$ cat config.mk
export PLATFORM = sky130hd
export DESIGN_NAME = block_index_table
export DESIGN_NICKNAME = d
export VERILOG_FILES = /design/src/sv/bidx_pkg.sv /design/src/sv/bidx_ram.sv /design/src/sv/block_index_table.sv
export VERILOG_INCLUDE_DIRS = /design/src /design/src/sv
export SDC_FILE = /design/constraint.sdc
export NUM_CORES = 2
export LEC_CHECK = 0
export ABC_CLOCK_PERIOD_IN_PS = 11100
export BUFFER_PORTS_ARGS = -buffer_cell sky130_fd_sc_hd__buf_2
export CAP_MARGIN = 20
export CORE_ASPECT_RATIO = 0.75
export CORE_MARGIN = 2
export CORE_UTILIZATION = 40
export CTS_CLUSTER_DIAMETER = 60
export CTS_CLUSTER_SIZE = 30
export DETAILED_ROUTE_END_ITERATION = 8
export PLACE_DENSITY = 0.66
export SYNTH_ARGS = -nofsm -noshare
export SYNTH_HDL_FRONTEND = slang
export SYNTH_HIERARCHICAL = 1
export SYNTH_SLANG_ARGS = --single-unit
$ cat constraint.sdc
create_clock -name clk -period 11.1 [get_ports clk]
set_input_delay 2.22 -clock clk [delete_from_list [all_inputs] [get_ports clk]]
set_output_delay 2.22 -clock clk [all_outputs]
set_load 0.02 [all_outputs]
$ cat src/sv/block_index_table_defines.svh
// Assertion macros for the block index table.
// Each takes a label, an antecedent and a consequent; clk and rst come from the
// module that uses them.
`ifndef BLOCK_INDEX_TABLE_DEFINES_SVH
`define BLOCK_INDEX_TABLE_DEFINES_SVH

// Consequent holds in the same cycle
`define BIDX_ASSERT_SAME(label, ante, cons) \
  label: assert property (@(posedge clk) disable iff (rst) (ante) |-> (cons)) \
    else $error("block index table assertion failed");

// Consequent holds in the following cycle
`define BIDX_ASSERT_NEXT(label, ante, cons) \
  label: assert property (@(posedge clk) disable iff (rst) (ante) |=> (cons)) \
    else $error("block index table assertion failed");

`endif

$ cat src/sv/bidx_pkg.sv
`timescale 1ns / 1ps
package bidx_pkg;

  // Table geometry
  localparam int ENTRIES = 64;
  localparam int IDX_W   = $clog2(ENTRIES);
  localparam int CNT_W   = $clog2(ENTRIES + 1);

  // Field widths
  localparam int KEY_W = 17;
  localparam int BLK_W = 16;

  // Command codes
  localparam logic [1:0] CMD_ADD    = 2'd0;
  localparam logic [1:0] CMD_DEL    = 2'd1;
  localparam logic [1:0] CMD_SEARCH = 2'd2;

  typedef struct packed {
    logic [1:0]       cmd;
    logic [KEY_W-1:0] key;
    logic [BLK_W-1:0] block_num;
  } op_t;

  typedef struct packed {
    logic [BLK_W-1:0] match_block;
    logic             found;
    logic [BLK_W-1:0] top_block;
    logic             status;
  } res_t;

  // One stored table row
  typedef struct packed {
    logic [KEY_W-1:0] key;
    logic [BLK_W-1:0] blk;
  } entry_t;

  typedef enum logic [3:0] {
    S_IDLE   = 4'b0001,
    S_SCAN   = 4'b0010,
    S_APPEND = 4'b0100,
    S_DONE   = 4'b1000
  } state_t;

endpackage

$ cat src/sv/bidx_ram.sv
`timescale 1ns / 1ps
// Simple dual-port synchronous RAM, one write and one read port, registered read.
module bidx_ram #(
  parameter int WIDTH = 8,
  parameter int DEPTH = 16
) (
  input  logic                     clk,
  input  logic                     wr_en,
  input  logic [$clog2(DEPTH)-1:0] wr_addr,
  input  logic [WIDTH-1:0]         wr_data,
  input  logic                     rd_en,
  input  logic [$clog2(DEPTH)-1:0] rd_addr,
  output logic [WIDTH-1:0]         rd_data
);

  logic [WIDTH-1:0] mem [DEPTH];

  // Write port
  always_ff @(posedge clk) begin
    if (wr_en) begin
      mem[wr_addr] <= wr_data;
    end
  end

  // Read port, registered read
  always_ff @(posedge clk) begin
    if (rd_en) begin
      rd_data <= mem[rd_addr];
    end
  end

endmodule

$ cat src/sv/block_index_table.sv
`timescale 1ns / 1ps
// Channel  | Signals                       | Beat taken when
// ---------+-------------------------------+---------------------------
// op       | op_valid, op_stall, op_data   | op_valid && !op_stall
// res      | res_valid, res_stall, res_data| res_valid && !res_stall
//
// One op at a time; the sequencer runs S_SCAN, S_APPEND and S_DONE, then res_valid
// rises and the next op can be taken back in S_IDLE.
// S_SCAN makes one pass over the table RAM, one entry read per cycle.
// Reset (rst, synchronous) empties the table; RAM contents are not cleared.
// op_stall is high while an op is in work; a stalled result waits in the
// output register while the next op is already taken.
module block_index_table (
  input  logic           clk,
  input  logic           rst,
  input  logic           op_valid,
  output logic           op_stall,
  input  bidx_pkg::op_t  op_data,
  output logic           res_valid,
  input  logic           res_stall,
  output bidx_pkg::res_t res_data
);
  import bidx_pkg::*;

  state_t           state;
  op_t              cur;
  logic [CNT_W-1:0] count;
  logic [CNT_W-1:0] rd_idx;
  logic [CNT_W-1:0] count_after;
  logic [IDX_W-1:0] rd_at;
  logic             rd_pend;
  logic             removed;
  logic             found;
  logic [KEY_W-1:0] best_key;
  logic [BLK_W-1:0] match_blk;
  logic [KEY_W-1:0] top_key;
  logic [BLK_W-1:0] top_blk;
  res_t             result;

  logic             issue;
  logic             hit;
  logic             keep;
  logic             room;
  logic             append;
  logic             top_upd;
  logic             srch_upd;

  logic             rd_en;
  logic [IDX_W-1:0] rd_addr;
  entry_t           rd_data;
  logic             wr_en;
  logic [IDX_W-1:0] wr_addr;
  entry_t           wr_data;

  // Table storage
  bidx_ram #(
    .WIDTH ($bits(entry_t)),
    .DEPTH (ENTRIES)
  ) u_ram (
    .clk     (clk),
    .wr_en   (wr_en),
    .wr_addr (wr_addr),
    .wr_data (wr_data),
    .rd_en   (rd_en),
    .rd_addr (rd_addr),
    .rd_data (rd_data)
  );

  assign op_stall = (state != S_IDLE);

  // Scan control: one read per cycle, registered read data
  assign issue   = (state == S_SCAN) && (rd_idx < count);
  assign rd_en   = issue;
  assign rd_addr = rd_idx[IDX_W-1:0];

  // First row with the op's block number is dropped on an add or a delete; later rows move down one.
  // The write lands two rows below the read in flight, so no forwarding needed.
  assign hit  = rd_pend && !removed && (rd_data.blk == cur.block_num)
             && ((cur.cmd == CMD_ADD) || (cur.cmd == CMD_DEL));
  assign keep = rd_pend && !hit;

  assign count_after = count - CNT_W'(removed);
  assign room        = count_after < CNT_W'(ENTRIES);
  assign append      = (state == S_APPEND) && (cur.cmd == CMD_ADD) && room;

  // Highest key above zero, earliest wins; smallest key at or above the ask
  assign top_upd  = keep && (rd_data.key > top_key);
  assign srch_upd = keep && (cur.cmd == CMD_SEARCH) && (rd_data.key >= cur.key)
                 && (!found || (rd_data.key < best_key));

  // Write port: compaction during scan, new row at the end on append
  always_comb begin
    wr_en   = append || (keep && removed);
    wr_addr = rd_at - 1'b1;
    wr_data = rd_data;
    if (append) begin
      wr_addr     = count_after[IDX_W-1:0];
      wr_data.key = cur.key;
      wr_data.blk = cur.block_num;
    end
  end

  // Sequencer and result register
  always_ff @(posedge clk) begin
    if (rst) begin
      state     <= S_IDLE;
      count     <= '0;
      rd_pend   <= 1'b0;
      res_valid <= 1'b0;
    end else begin
      // Output beat: a new result loads once the old one has gone
      if ((state == S_DONE) && (!res_valid || !res_stall)) begin
        res_valid <= 1'b1;
        res_data  <= result;
      end else if (res_valid && !res_stall) begin
        res_valid <= 1'b0;
      end
      unique case (state)
        S_IDLE: begin
          if (op_valid) begin
            cur       <= op_data;
            rd_idx    <= '0;
            rd_pend   <= 1'b0;
            removed   <= 1'b0;
            found     <= 1'b0;
            best_key  <= '0;
            match_blk <= '0;
            top_key   <= '0;
            top_blk   <= '0;
            state     <= S_SCAN;
          end
        end
        S_SCAN: begin
          rd_pend <= issue;
          rd_at   <= rd_idx[IDX_W-1:0];
          if (issue) begin
            rd_idx <= rd_idx + 1'b1;
          end
          if (hit) begin
            removed <= 1'b1;
          end
          if (top_upd) begin
            top_key <= rd_data.key;
            top_blk <= rd_data.blk;
          end
          if (srch_upd) begin
            found     <= 1'b1;
            best_key  <= rd_data.key;
            match_blk <= rd_data.blk;
          end
          if (!issue && !rd_pend) begin
            state <= S_APPEND;
          end
        end
        S_APPEND: begin
          result.match_block <= match_blk;
          result.found       <= found;
          result.status      <= (cur.cmd == CMD_ADD) && !room;
          if (append && (cur.key > top_key)) begin
            result.top_block <= cur.block_num;
          end else begin
            result.top_block <= top_blk;
          end
          if (append) begin
            count <= count_after + 1'b1;
          end else begin
            count <= count_after;
          end
          state <= S_DONE;
        end
        S_DONE: begin
          if (!res_valid || !res_stall) begin
            state <= S_IDLE;
          end
        end
        default: begin
          state <= S_IDLE;
        end
      endcase
    end
  end

  // Checks
  `include "block_index_table_defines.svh"

  `BIDX_ASSERT_SAME(a_count_bound, 1'b1, count <= CNT_W'(ENTRIES))
  `BIDX_ASSERT_SAME(a_no_port_clash, rd_en && wr_en, rd_addr != wr_addr)
  `BIDX_ASSERT_NEXT(a_op_starts_scan, op_valid && !op_stall, state == S_SCAN)
  `BIDX_ASSERT_NEXT(a_count_step, 1'b1, (count - $past(count) + 1'b1) <= CNT_W'(2))

endmodule

==> flow_metrics.tcl <==
set metrics [dict create \
    outcome "completed" \
    maxSlewViolCount 0 \
    cts_tree "done" \
    arrival_ps 6620 \
    critPathMaxFanout 43 \
    comb_power_share_pct 3.5 \
    drt_pre_antenna_iters 6 \
    finalHoldWorstSlack_ps 411 \
    die_height_um 417 \
    cts_htree_levels 3 \
    die_ar_sq_um 231000 \
    track_usage_pct 20.2 \
    synth-edff-count 2329 \
    post-route-worst-setup-slack_ps 4900 \
    setup_viol_count_final 0 \
    leakagePower_uw 0.0307 \
    final_core_utilization_pct 44.4 \
    clock_power_share_pct 34.4 \
    required_ps 11520 \
    grt_start_max_net_pins 105 \
    setup_tns_after_final_layout_ps 0 \
    ant_nets 0 \
    post_route_cells_drive_above_1_share_pct 23.5 \
    power_density_nw_per_um2 154 \
    min_period_over_period_pct 55.9 \
    number_of_nets_in_the_layout 4545 \
    count_of_distinct_cell_types_in_the_synthesized_netlist 70 \
    floorplan.initialDensity_pct 40.3 \
    p_int_uw 12100 \
    worstSetupEndpointType "register" \
    min-delay-path-class "register to register" \
    sinks_on_clock_net 2342 \
    detail_route.wl_per_cell_um 31.6 \
    cts.repair.resized 0 \
    vias_per_cell 6.02 \
    max-slew-margin-rel_pct 17.1 \
    power.share.sequential_pct 62.1 \
    overflow 0 \
    syn-num-nets 4432 \
    cts_post_setup_buffers_inserted 0 \
    detailedPlacementHpwl_um 144000 \
    fp.dieW_um 555 \
    max-cap-violations 0 \
    timing.fmax_ghz 0.161 \
    post_synth_instance_area_sq_um 91000 \
    first_global_vias 43100 \
    routabilityCongestion 0.901 \
    post-route-min-period_ps 6200 \
    clk_transition_reported_paths_ps 100 \
    power_switching_share_pct 22.1 \
    clock-root-buffer "clkbuf_16" \
    finalWirelength_um 238000 \
    std_cell_rows 151 \
    worst_supply_voltage_drop_on_vdd_v 0.000134 \
    cts_inserted_buffers 117 \
    synthArstFlopShare_pct 0 \
    initialDrtViolationCount 7444 \
    clock_latency_ps 830 \
    routed-via-count 45200 \
    grt_setup_unrepaired "no" \
    postCtsHoldBufs 0 \
    postSynthRegisterBits 2342 \
    core-area_sq_um 226000 \
    yosysWarnings 6 \
    timing.critical_path.from_type "register" \
    place_worst_setup_slack_ps 4920 \
    setup.worst_path.class "register to register" \
    net-switching-power_uw 3420 \
    ys_dominant_reg_cell "edfxtp_1" \
    max-clock-path-buffers 3 \
    worst_pin_slew_ps 1240 \
    synth-seq-area-share_pct 77.1 \
    postPlaceCellArea_sq_um 95700 \
    numPortBuffers 74 \
    wire_length_of_the_first_global_routing_pass_um 333000 \
    final_cell_area_sq_um 100000 \
    finalHoldViolations 0 \
    syn2layout_area_growth_pct 10.2 \
    skew_ps 59.9 \
    grt_antenna_before_repair 27 \
    synth.avg_cell_area_sq_um 21.1 \
    instance_count_of_the_mapped_netlist 4315 \
    count_of_unresolved_drc_violations_after_routing 0 \
    ios 75 \
]
[worst max-delay path, cell delays in order, from the launching register on]
cell      delay, ps
edfxtp_1        390
ha_1            200
ha_1            270
or4b_4          550
o21a_1          280
nor3_4          390
buf_4           660
nor2_1          110
a31oi_2         960
nand3b_1        820
nor2_4         1130
[stage by stage]
step / instances / total power (uW)
2_1_floorplan: 4315 / 10100
3_3_place_gp: 7260 / 10300
3_5_place_dp: 7275 / 10300
4_1_cts: 7491 / 15500
5_1_grt: 7509 / 15900
6_report: 7513 / 15500
[layer usage]
layer  up-vias  routed length (um)  track usage [%]
met1     24200               96300             29.8
li1      18200                   -                -
met4         4                6320             5.14
met2      2561              107000             30.3
met3       301               28300             4.89
met5         -                  27                0
[cells in the mapped netlist (6+ instances only)]
master       n  area [sq um]
a22oi_1     77           578
a31oi_1      9          56.3
xor2_1      20           175
nand4_1     53           332
and2_1      45           282
buf_4       18           135
a21oi_1     54           270
ha_1        78           976
nor2_1     109           409
buf_1       13          48.8
mux2i_1     97           971
edfxtp_1  2329         69900
a21o_1       6          45.0
a211oi_1    25           188
nand2b_1     7          43.8
mux2_1      10           113
nor4_1      13          81.3
o22ai_1     60           375
a211o_1      8          70.1
nand3_1    103           515
inv_1       71           267
a211oi_2    10           125
o211ai_1    12          90.1
xnor2_1     11          96.3
nand2_1    127           477
clkbuf_1    93           349
mux2_2      44           495
buf_6       29           327
nor3_1      14          70.1
dfxtp_1     13           260
o221a_1      8          90.1
o221ai_1    46           403
a221oi_1     9          78.8
nor2b_1     30           188
and3_1      21           131
o21ai_0     33           165
mux4_2     485         10900
buf_2       64           320
[layout by cell type (no fill, tap or decap), drive strengths merged, types with 53 or more instances in the layout]
master  count
mux2i      97
nand4      53
edfxtp   2329
buf       217
clkbuf    121
a21oi      54
mux2       54
nor2      109
inv       116
nand2     127
ha         78
nand3     103
mux4      485
a22oi      77
o22ai      60
[final cells by class]
type | count | area (sq um)
Clock buffer | 121 | 2940
Clock inverter | 95 | 1290
Inverter | 73 | 274
Sequential cell | 2342 | 70200
Timing Repair Buffer | 217 | 1910
Fill cell | 18800 | 126000
Antenna cell | 5 | 12.5
Multi-Input combinational cell | 1677 | 19900
Tap cell | 2983 | 3730
[sequential cells by signal (all words and copies together) (netlist names)]
name and cells:
rd_at 6, best_key 17, res_data 34, rd_pend 1
count 7, removed 1, cur 35, u_ram/rd_data 33
rd_idx 7, result 34, u_ram/mem 2112, top_key 17
res_valid 1, match_blk 16, top_blk 16, state 4
found 1
[power groups by stage]
stage	Sequential [uW]	Combinational [uW]	Clock [uW]
floorplan	9810	338	0
global placement	9820	529	0
detailed placement	9820	533	0
CTS	9610	534	5400
global route	9620	564	5680
finish	9610	539	5320
[cell families (layout without fill, tap and decap cells)]
family                   count (synthesis)  count (layout)  share of synthesized area [%]
AO/OA/AOI/OAI                          382             382                           3.01
other                                    0               5                              0
AND/OR/NAND/NOR                        550             550                           3.07
flip-flops                            2342            2342                           77.1
adder cells (fa/ha/maj)                 78              78                           1.07
multiplexers                           636             636                           13.7
XOR/XNOR                                31              31                          0.298
buffers and inverters                  296             506                           1.70
[path summary, 6_finish.rpt]
| check | startpoint | end | slack [ps] | depth (start not counted) |
|---|---|---|---|---|
| max reg2reg | removed | u_ram/mem[25][9] | 4900 | 10 |
| max | removed | u_ram/mem[25][9] | 4900 | 10 |
| min reg2reg | result[32] | res_data[32] | 410 | 0 |
| min | result[32] | res_data[32] | 410 | 0 |
(Power assumes the default switching activity.)
